### src/rtl/core/pfa_pkg.sv
// ----------------------------------------------------------------------------
// pfa_pkg
// Shared types, codes and defaults of the page frame allocator.
// ----------------------------------------------------------------------------
`default_nettype none

package pfa_pkg;

  localparam int unsigned PAGE_W   = 12;
  localparam int unsigned OP_W     = 2;
  localparam int unsigned DUMP_W   = 7;
  localparam int unsigned STATUS_W = 3;

  localparam int unsigned PAGE_COUNT_DEF   = 4096;
  localparam int unsigned RECENT_DEPTH_DEF = 512;
  localparam int unsigned MAX_DUMP_DEF     = 64;
  localparam logic [PAGE_W-1:0] FIRST_FREE_RST = 12'd64;

  typedef enum logic [OP_W-1:0] {
    OP_INIT  = 2'd0,
    OP_FREE  = 2'd1,
    OP_ALLOC = 2'd2,
    OP_DUMP  = 2'd3
  } op_e;

  typedef enum logic [STATUS_W-1:0] {
    ST_OK       = 3'd0,
    ST_NO_PAGE  = 3'd1,
    ST_BAD_PAGE = 3'd2,
    ST_TOO_MANY = 3'd3,
    ST_FULL     = 3'd4
  } status_e;

  typedef enum logic [1:0] {
    SEL_ZERO  = 2'd0,
    SEL_STACK = 2'd1,
    SEL_LIST  = 2'd2
  } emit_sel_e;

  typedef struct packed {
    logic      load;
    logic      init_push;
    logic      list_clear;
    logic      push_page;
    logic      stack_rd;
    logic      list_rd;
    logic      list_rd_next;
    logic      idx_inc;
    logic      shift_wr;
    logic      count_dec;
    logic      alloc;
    logic      emit;
    emit_sel_e emit_sel;
    status_e   emit_status;
    logic      emit_last;
  } cmd_t;

  typedef struct packed {
    op_e  op;
    logic bad;
    logic full;
    logic few;
    logic too_many;
    logic zero_n;
    logic init_more;
    logic init_ovf;
    logic srch_more;
    logic hit;
    logic shift_more;
    logic dump_last;
    logic out_free;
  } sts_t;

endpackage

`default_nettype wire

### src/rtl/core/pfa_ctrl.sv
// ----------------------------------------------------------------------------
// pfa_ctrl
// Sequencer for init, free, allocate and dump operations.
// ----------------------------------------------------------------------------
`default_nettype none

module pfa_ctrl (
  input  wire logic     clk_i,
  input  wire logic     rst_ni,
  input  wire logic     in_valid_i,
  output logic          in_ready_o,
  input  pfa_pkg::sts_t sts_i,
  output pfa_pkg::cmd_t cmd_o
);
  import pfa_pkg::*;

  typedef enum logic [3:0] {
    S_IDLE, S_DECODE, S_INIT, S_SRCH, S_SRCH_CHK, S_SHIFT, S_SHIFT_WR,
    S_ALLOC, S_DUMP_RD, S_DUMP_OUT, S_RESP
  } state_e;

  state_e  state_q, state_d;
  status_e code_q, code_d;

  assign in_ready_o = (state_q == S_IDLE);

  always_comb begin
    cmd_o             = '0;
    cmd_o.emit_sel    = SEL_ZERO;
    cmd_o.emit_status = ST_OK;
    state_d           = state_q;
    code_d            = code_q;
    unique case (state_q)
      S_IDLE: begin
        if (in_valid_i) begin
          cmd_o.load = 1'b1;
          state_d    = S_DECODE;
        end
      end
      S_DECODE: begin
        unique case (sts_i.op)
          OP_INIT: state_d = S_INIT;
          OP_FREE: begin
            if (sts_i.bad) begin
              code_d  = ST_BAD_PAGE;
              state_d = S_RESP;
            end else if (sts_i.full) begin
              code_d  = ST_FULL;
              state_d = S_RESP;
            end else begin
              cmd_o.push_page = 1'b1;
              state_d         = S_SRCH;
            end
          end
          OP_ALLOC: begin
            if (sts_i.few) begin
              code_d  = ST_NO_PAGE;
              state_d = S_RESP;
            end else begin
              cmd_o.stack_rd = 1'b1;
              state_d        = S_ALLOC;
            end
          end
          OP_DUMP: begin
            if (sts_i.too_many) begin
              code_d  = ST_TOO_MANY;
              state_d = S_RESP;
            end else if (sts_i.zero_n) begin
              code_d  = ST_OK;
              state_d = S_RESP;
            end else begin
              state_d = S_DUMP_RD;
            end
          end
          default: state_d = S_IDLE;
        endcase
      end
      S_INIT: begin
        if (sts_i.init_more) begin
          cmd_o.init_push = 1'b1;
        end else begin
          cmd_o.list_clear = 1'b1;
          code_d           = sts_i.init_ovf ? ST_FULL : ST_OK;
          state_d          = S_RESP;
        end
      end
      S_SRCH: begin
        if (sts_i.srch_more) begin
          cmd_o.list_rd = 1'b1;
          state_d       = S_SRCH_CHK;
        end else begin
          code_d  = ST_OK;
          state_d = S_RESP;
        end
      end
      S_SRCH_CHK: begin
        if (sts_i.hit) begin
          state_d = S_SHIFT;
        end else begin
          cmd_o.idx_inc = 1'b1;
          state_d       = S_SRCH;
        end
      end
      // close the gap by moving older entries one place toward the front
      S_SHIFT: begin
        if (sts_i.shift_more) begin
          cmd_o.list_rd_next = 1'b1;
          state_d            = S_SHIFT_WR;
        end else begin
          cmd_o.count_dec = 1'b1;
          code_d          = ST_OK;
          state_d         = S_RESP;
        end
      end
      S_SHIFT_WR: begin
        cmd_o.shift_wr = 1'b1;
        state_d        = S_SHIFT;
      end
      S_ALLOC: begin
        if (sts_i.out_free) begin
          cmd_o.alloc       = 1'b1;
          cmd_o.emit        = 1'b1;
          cmd_o.emit_sel    = SEL_STACK;
          cmd_o.emit_status = ST_OK;
          cmd_o.emit_last   = 1'b1;
          state_d           = S_IDLE;
        end
      end
      S_DUMP_RD: begin
        cmd_o.list_rd = 1'b1;
        state_d       = S_DUMP_OUT;
      end
      S_DUMP_OUT: begin
        if (sts_i.out_free) begin
          cmd_o.emit        = 1'b1;
          cmd_o.emit_sel    = SEL_LIST;
          cmd_o.emit_status = ST_OK;
          cmd_o.emit_last   = sts_i.dump_last;
          cmd_o.idx_inc     = 1'b1;
          state_d           = sts_i.dump_last ? S_IDLE : S_DUMP_RD;
        end
      end
      S_RESP: begin
        if (sts_i.out_free) begin
          cmd_o.emit        = 1'b1;
          cmd_o.emit_sel    = SEL_ZERO;
          cmd_o.emit_status = code_q;
          cmd_o.emit_last   = 1'b1;
          state_d           = S_IDLE;
        end
      end
      default: state_d = S_IDLE;
    endcase
  end

  always_ff @(posedge clk_i or negedge rst_ni) begin
    if (!rst_ni) begin
      state_q <= S_IDLE;
      code_q  <= ST_OK;
    end else begin
      state_q <= state_d;
      code_q  <= code_d;
    end
  end

endmodule

`default_nettype wire

### config.mk
export PLATFORM = sky130hd
export DESIGN_NAME = pfa_ctrl
export DESIGN_NICKNAME = d
export VERILOG_FILES = /design/src/rtl/core/pfa_pkg.sv /design/src/rtl/core/pfa_ctrl.sv
export SDC_FILE = /design/constraint.sdc
export NUM_CORES = 1
export LEC_CHECK = 0
export ABC_AREA = 0
export BUFFER_PORTS_ARGS = -buffer_cell sky130_fd_sc_hd__buf_4
export CAP_MARGIN = 10
export CORE_MARGIN = 2
export CORE_UTILIZATION = 40
export CTS_CLUSTER_DIAMETER = 120
export CTS_CLUSTER_SIZE = 16
export DETAILED_ROUTE_END_ITERATION = 16
export GPL_TIMING_DRIVEN = 1
export PLACE_DENSITY_LB_ADDON = 0.2
export RECOVER_POWER = 100
export SETUP_SLACK_MARGIN = 0.3
export SLEW_MARGIN = 20
export SYNTH_ARGS = -nofsm -noshare
export SYNTH_HDL_FRONTEND = slang
export SYNTH_SLANG_ARGS = --single-unit
### constraint.sdc
create_clock -name clk_i -period 4.7 [get_ports clk_i]
set_input_delay 0.235 -clock clk_i [delete_from_list [all_inputs] [get_ports clk_i]]
set_output_delay 0.235 -clock clk_i [all_outputs]
set_load 0.01 [all_outputs]
# Word-level counts from Yosys, hierarchy flattened
# Cells that the tools add are included.
# totals
register_bits,7
latch_bits,0
ramBits,0
rom_bits,0
input_bits,17
output_inout_bits,19
word_cells,83
memories,0
# op_classes
add_sub_neg,0
mul,0
n_div,0
n_lt_le_gt_ge,0
n_eq_ne,23
n_shift,0
muxes,52
n_bitwise,0
reduce_logical,6
# op_table
operator,n
4-bit two-way mux,11
4-bit case mux with 10 select lines,1
3-bit two-way mux,10
7-bit case mux with 3 select lines,1
1-bit two-way mux,18
"4-bit by 3-bit == test with 1-bit output, second input constant",4
4-bit case mux with 4 select lines,1
7-bit two-way mux,2
"4-bit == test, second input constant",3
3-bit case mux with 4 select lines,1
"2-bit != test, second input constant",5
3-bit case mux with 3 select lines,1
"4-bit by 2-bit == test with 1-bit output, second input constant",2
8-bit two-way mux,1
"4-bit != test, second input constant",2
8-bit AND reduction,1
2-bit two-way mux,3
"2-bit == test, second input constant",2
"4-bit by 1-bit == test with 1-bit output, second input constant",1
4-bit logical NOT,1
"4-bit by 1-bit != test with 1-bit output, second input constant",1
1-bit case mux with 2 select lines,2
4-bit AND reduction,1
4-bit nonzero test,1
other kinds (5),5

# Longest topological paths before layout
# Gate-level depths: netlist of the first run.
# logic_depth
word_depth,4
ltp_mapped,7
ltp_nobuf,7

# Worst setup path before layout of the first run
# Ideal clock, no wire load.
# synth_timing
path_type,register to register
startpoint,register state_q[1]
endpoint,register code_q[0]
setup_ns,0.128
arrival_ns,1.835
t_required_ns,4.572
slack_ns,2.738
stages_incl_launch_ff,8
path_buffers,2
synth_period_minus_slack_ns,1.962
path_cell_list,dfrtp_1 buf_6 or4b_1 buf_2 a21oi_2 a31oi_1 nor3_4 mux2_1
# synth_via
elab_chain_len,3
elab_cells_between_ends,14
classes_between,eq/ne (11); mux (1); reduce/logical (2)
# synth_lines
item,line_no,text
"start, declared",pfa_ctrl.sv:22,"state_e state_q, state_d;"
"start signal, assigned",pfa_ctrl.sv:161,state_q <= state_d;
"4-bit by 1-bit == test with 1-bit output, or another cell as far along",pfa_ctrl.sv:33,unique case (state_q)
"4-bit by 1-bit != test with 1-bit output (no line), or another cell as far along",--,
8-bit AND reduction (no line),--,
"end signal, assigned",pfa_ctrl.sv:162,code_q <= code_d;
"end, declared",pfa_ctrl.sv:23,"status_e code_q, code_d;"
# Parallel ways exist; a longest one is shown, timed or not.
# A chain may end at the register's enable or synchronous reset.

# Worst setup path in the final report of the first run
# layout_timing
startpoint,register state_q[2]
endpoint,register code_q[0]
# The elaborated chain is that of the path after synthesis.

==> impl_metrics.ini, run 1 <==
[layout]
drive_above_1_share_pct = 16.0
final_cell_mix = 19 x nor2_1, 19 x buf_4, 17 x clkbuf_1
antenna_cells = 0
nets = 173
fillers = 201
area_delta_synth_final_pct = 25.7
final-seq-area_um2 = 175
multi_input_area_um2 = 618

[global_routing]
grt_pass1_wl_um = 3560
grt_max_degree = 20
grt_pass1_vias = 806
grt.total_usage_pct = 18.1
antenna_found_initial = 0
grt.overflow.total = 0

[synthesis]
netlist-cell-type-count = 36
synthTopCellsByArea = dfrtp_1 20%, nor2_1 8.3%, ha_1 7.2%
synthFlopType = dfrtp_1
syn_area_per_cell_um2 = 7.32
synth_area_leader_cell = dfrtp_1
syn_nets = 140
ys_warn_count = 0
postSynthCellCount = 118
synth-edff-count = 0
async_flop_share_pct = 100
synth_top_area_share_pct = 20.3
ys_ff_latch = 7
ys_seq_area_share_pct = 20.3
synth.cell_area_um2 = 863

[timing]
worst_slack_ns = 2.33
setup_violations = 0
rsz0062_at_grt = false
worst_slew_pin_slew_ns = 0.507
slew_headroom_pct = 66.2
fmaxAchievable_ghz = 0.421
fin_worst_skew_ns = 0.00298
slew_viol_final = 0
post-route-period-util_pct = 50.5
period_needed_ns = 2.37
hold_viol = 0
tns_ns = 0
whs_ns = 0.339

[detailed_routing]
via_per_inst = 5.32
vias = 942
routed_wl_um = 2100
drt_first_pass_iters = 4
drc_errors = 0
wl_per_cell_um = 11.9
ant_nets = 0
drt_iter0_markers = 30

[clock_tree]
postCtsSetupBuffers = 0
cts.sinks = 7
cts_tree = yes
numCtsBuffers = 3
clkLatencyLatePin_ns = 0.25
cts_root_buf = clkbuf_4
cts_buffer_depth = 2
cts_resized = 0
ctsHtreeMaxLevel = 1
clk_pin_slew_ns = 0.05
hold_buffers = 1

[setup_path]
cp-startpoint = state_q[2]
crit_path_end_kind = flop
reg2reg_from = state_q[2]
cp-start-kind = flop
r2r_slack_ns = 2.33
crit_type = flop to flop
reg2reg_to = code_q[0]
crit_fanout = 17
critPathArrivalTime_ns = 2.51
reg2reg_depth = 5
cp.required_ns = 4.83

[min_path]
min_path_type = primary input to flop
hold-path-cell-count = 4
min_to = code_q[2]
hp-start = sts_i[5]

[flow_run]
cap_violations = 0

[die]
fp-row-count = 16
die_w_um = 50.5
pin_count = 36
core_um2 = 2000
die_h_um = 50.5
die_area_um2 = 2550
initial_core_util_pct = 43.1

[outcome]
status = finished clean

[power_and_ir_drop]
design_power_total_mw = 0.476
ir_drop_uv = 283
p_leak_nw = 0.466
p_per_area_nw_per_um2 = 439

[place]
io_buffers = 35
place.gp.congestion = 0.825
dp_hpwl_um = 1730
dpl_worst_slack_ns = 2.48
cell type report:
type / instances / share of cell area, %
clock buffers: 4 / 2.42
flip-flops and latches: 7 / 16.1
multi-input cells: 98 / 57.0
well taps: 27 / 3.11
inverters: 5 / 1.73
repair buffers: 36 / 19.6
worst max path at each step:
stage | slack, ns | to | cells after the start
finish | 2.33 | code_q[0] | 5
CTS | 2.47 | code_q[0] | 5
floorplan | 2.74 | code_q[0] | 7
global route | 2.19 | code_q[0] | 5
global placement | 2.52 | code_q[2] | 5
detailed placement | 2.48 | code_q[0] | 5
metal layers:
| metal | part of all wire [%] | global-route usage [%] | vias up |
|---|---|---|---|
| li1 | - | - | 489 |
| met1 | 45 | 24.9 | 426 |
| met2 | 47 | 27.9 | 24 |
| met3 | 7.4 | 6.55 | 3 |
| met4 | 0.62 | 2.70 | 0 |
| met5 | 0 | 0 | - |
Yosys cell counts, types with 2 or more instances:
| cell type | instances |
|---|---|
| a211oi_1 | 5 |
| a21oi_1 | 9 |
| a31oi_1 | 3 |
| and2_1 | 7 |
| buf_2 | 2 |
| clkbuf_1 | 5 |
| dfrtp_1 | 7 |
| ha_1 | 5 |
| inv_1 | 5 |
| mux2_1 | 3 |
| mux2i_1 | 3 |
| nand2_1 | 4 |
| nand2b_1 | 4 |
| nand3_1 | 2 |
| nand3b_1 | 2 |
| nor2_1 | 19 |
| nor2b_1 | 2 |
| nor3_1 | 8 |
| nor4_1 | 3 |
| o21ai_0 | 3 |
| or3_1 | 2 |
per-stage QoR:
| step | util (%) | instance area, µm² | instances |
|---|---|---|---|
| after global routing | 54.2 | 1080 | 177 |
| after global placement | 55.9 | 1120 | 172 |
| after CTS | 57.8 | 1160 | 177 |
| after floorplan | - | 863 | 118 |
| final | 54.2 | 1080 | 177 |
| after detailed placement | 55.9 | 1120 | 172 |
where the power goes:
part / internal, mW / switching, mW / total [mW]
registers: 0.0864 / 0.0613 / 0.148
clock network: 0.0324 / 0.0225 / 0.0549
logic: 0.126 / 0.147 / 0.274
flip-flops by register name (all words and copies together), names as in the netlist:
| register | flops |
|---|---|
| state_q | 4 |
| code_q | 3 |
logic make-up after synthesis:
family | synth area share (%)
muxes | 8.70
DFF | 20.3
adders and majority gates | 7.25
and+or+nand+nor | 36.2
buffers and inverters | 6.81
AOI/OAI and AO/OA | 20.7
worst max-delay path: stages, from the launching register on:
cell	delay, ns
dfrtp_1	0.56
or4b_1	0.68
a21oi_2	0.15
a31oi_1	0.09
nor3_1	0.40
mux2_1	0.37
(Power assumes the default switching activity.)
==> inputs of run 2 (changes only) <==
--- a/config.mk
+++ b/config.mk
@@ -5,7 +5,7 @@
 export SDC_FILE = /design/constraint.sdc
 export NUM_CORES = 1
 export LEC_CHECK = 0
-export ABC_AREA = 0
+export ABC_AREA = 1
 export BUFFER_PORTS_ARGS = -buffer_cell sky130_fd_sc_hd__buf_4
 export CAP_MARGIN = 10
 export CORE_MARGIN = 2
==> constraint.sdc (replaced) <==
create_clock -name clk_i -period 2.5 [get_ports clk_i]
set_input_delay 0.125 -clock clk_i [delete_from_list [all_inputs] [get_ports clk_i]]
set_output_delay 0.125 -clock clk_i [all_outputs]
set_load 0.01 [all_outputs]
==> run 2 against run 1 <==
Effect of this change:
- clock power rose by 93%
- synthesized cell count rose by 36%
- via count rose by 22%
- die area rose by 8.4%
- final cell count rose by 29%
- cell area rose by 9.8%
- routed wire length rose by 29%
- highest routed layer unchanged
==> impl_metrics.ini, run 2 <==
[setup_path]
reg2reg_to = state_q[0]
r2r_slack_ns = 0.82
worstPathBufferInverterCount = 2
reg2reg_depth = 6
crit_type = flop to primary output
cp.required_ns = 2.38
cp_slowest_cell = dfrtp_1
critPathArrivalTime_ns = 1.64
cp-start-kind = flop
endpoint = cmd_o[0]
crit_chain = inv_1, nor2_1, nand2_1, a21oi_1, a21o_1, clkbuf_1
crit_fanout = 6
timing.critical_path.depth = 6
crit_family = flip-flops
critPathMaxStageDelay_ns = 0.44
cp-startpoint = state_q[1]
reg2reg_from = state_q[1]
crit_path_end_kind = primary output

[clock_tree]
ctsHtreeMaxLevel = 1
cts_tree = yes
cts_root_buf = clkbuf_4
cts_buffer_depth = 2
cts.sinks = 7
cts_resized = 0
clk_pin_slew_ns = 0.05
clkLatencyLatePin_ns = 0.26
numCtsBuffers = 3

[layout]
area_delta_synth_final_pct = 26.4
final_cell_mix = 51 x nand2_1, 29 x nor2_1, 24 x buf_4
reg_top3 = state_q x4, code_q x3
nets = 224
final_area_um2 = 1190
final_cells = 229
antenna_cells = 0
drive_above_1_share_pct = 18.9
top_register = state_q
final_common_cell = nand2_1
largest_reg_flops = 4

[synthesis]
synthTopCellsByArea = nand2_1 20%, dfrtp_1 19%, nor2_1 8.4%
synth-edff-count = 0
synthFlopType = dfrtp_1
synth_top_family_by_area = simple AND/OR/NAND/NOR gates
async_flop_share_pct = 100
synthTopCellsByCount = 50 x nand2_1, 21 x nor2_1, 17 x inv_1
synth_area_leader_cell = nand2_1
synth_compound_area_share_pct = 10.4
synth.cell_area_um2 = 942
syn_nets = 183
postSynthCellCount = 161
muxShareOfSynthArea_pct = 0
ys_warn_count = 0
syn_area_per_cell_um2 = 5.85
synth_xor_area_share_pct = 0
synthSimpleGateAreaFrac_pct = 55.2
synth_top_area_share_pct = 19.9
synth.most_common_cell = nand2_1
ys_ff_latch = 7
synthAdderAreaFrac_pct = 6.64
ys_seq_area_share_pct = 18.6
netlist-cell-type-count = 22

[place]
place_inst = 224
io_buffers = 35
dpl_worst_slack_ns = 1.07
place_area_um2 = 1240
dp_hpwl_um = 2340
place.gp.congestion = 0.907

[die]
die_area_um2 = 2760
pin_count = 36
die_w_um = 52.5
core_um2 = 2210
initial_core_util_pct = 42.6
fp-row-count = 17
die_h_um = 52.5

[flow_run]
cap_violations = 0

[min_path]
min_path_type = primary input to flop
hold-path-cell-count = 5
hp-start = sts_i[3]

[detailed_routing]
ant_nets = 0
wl_per_cell_um = 11.9
drt_first_pass_iters = 4
via_per_inst = 5.02
drc_errors = 0
routed_wl_um = 2720
drt_iter0_markers = 36
vias = 1149

[timing]
tns_ns = 0
rsz0062_at_grt = false
fin_worst_skew_ns = 0.00803
hold_viol = 0
worst_slew_pin_slew_ns = 0.533
post-route-period-util_pct = 70.5
worst_slack_ns = 0.737
fmaxAchievable_ghz = 0.567
slew_headroom_pct = 64.4
period_needed_ns = 1.76
slew_viol_final = 0
setup_violations = 0

[global_routing]
grt_pass1_wl_um = 4460
grt.total_usage_pct = 22.1
antenna_found_initial = 0
grt_pass1_vias = 1022
grt_max_degree = 8
grt.overflow.total = 0

[power_and_ir_drop]
p_leak_nw = 0.697
design_power_total_mw = 1.06
ir_drop_uv = 531
p_per_area_nw_per_um2 = 891

[outcome]
status = finished clean
run 2: cell count changes in the layout (fill, tap and decap cells not counted), sizes merged, moves of 4 or more:
cell | before | now
nand2 | 4 | 55
clkbuf | 20 | 15
and2 | 7 | 0
nand3 | 2 | 14
nand2b | 4 | 0
o21ai | 3 | 9
nor3 | 9 | 4
a211oi | 5 | 0
inv | 5 | 23
a21oi | 10 | 4
buf | 19 | 24
mux2 | 4 | 0
nor2 | 19 | 32
run 2: layout make-up:
class,count,area (µm²)
Fill cell,251,1020
Inverter,23,86.3
Multi-Input combinational cell,131,637
Tap cell,28,35.0
Clock buffer,4,26.3
Sequential cell,7,175
Timing Repair Buffer,36,231
run 2: per-stage QoR:
stage | hold slack (ns) | util, %
detailed placement | -0.0559 | 56.1
global placement | -0.0572 | 56.1
global route | 0.228 | 53.8
floorplan | -0.171 | -
CTS | 0.209 | 57.7
finish | 0.216 | 53.8
run 2: logic make-up (layout without fill, tap and decap cells):
family,after synthesis,in the layout
adder cells (fa/ha/maj),5,5
buffers and inverters,23,63
flip-flops,7,7
AO/OA/AOI/OAI,16,16
AND/OR/NAND/NOR,110,110
run 2: worst min-delay path by stage:
stage	to	slack, ns
global route	state_q[2]	0.23
global placement	state_q[1]	-0.06
detailed placement	state_q[1]	-0.06
finish	state_q[2]	0.22
floorplan	code_q[0]	-0.17
CTS	state_q[3]	0.21
run 2: metal layers:
| layer | GRT usage [%] | part of all wire (%) | vias up |
|---|---|---|---|
| li1 | - | - | 591 |
| met4 | 4.27 | 0.77 | 0 |
| met5 | 0 | 0 | - |
| met3 | 5.71 | 6.3 | 2 |
| met2 | 37.7 | 49 | 40 |
| met1 | 27.9 | 44 | 516 |
run 2: worst register-to-register path: cells and delay by family (launching register included):
kind / cells / cell delay, ns
DFF: 1 / 0.43
and+or+nand+nor: 3 / 0.37
buffers and inverters: 1 / 0.14
AOI/OAI and AO/OA: 2 / 0.59
run 2: power breakdown:
part / internal, mW / total (mW) / switching [mW]
combinational: 0.255 / 0.746 / 0.491
clock: 0.0611 / 0.106 / 0.0452
sequential: 0.165 / 0.209 / 0.0438
total: 0.482 / 1.06 / 0.580
run 2: timing repair:
| action | in CTS | in global routing |
|---|---|---|
| endpoints found under the setup margin | 0 | 0 |
| endpoints found under the hold margin | 7 | 0 |
| setup buffers | 0 | 0 |
| hold buffers | 1 | 0 |
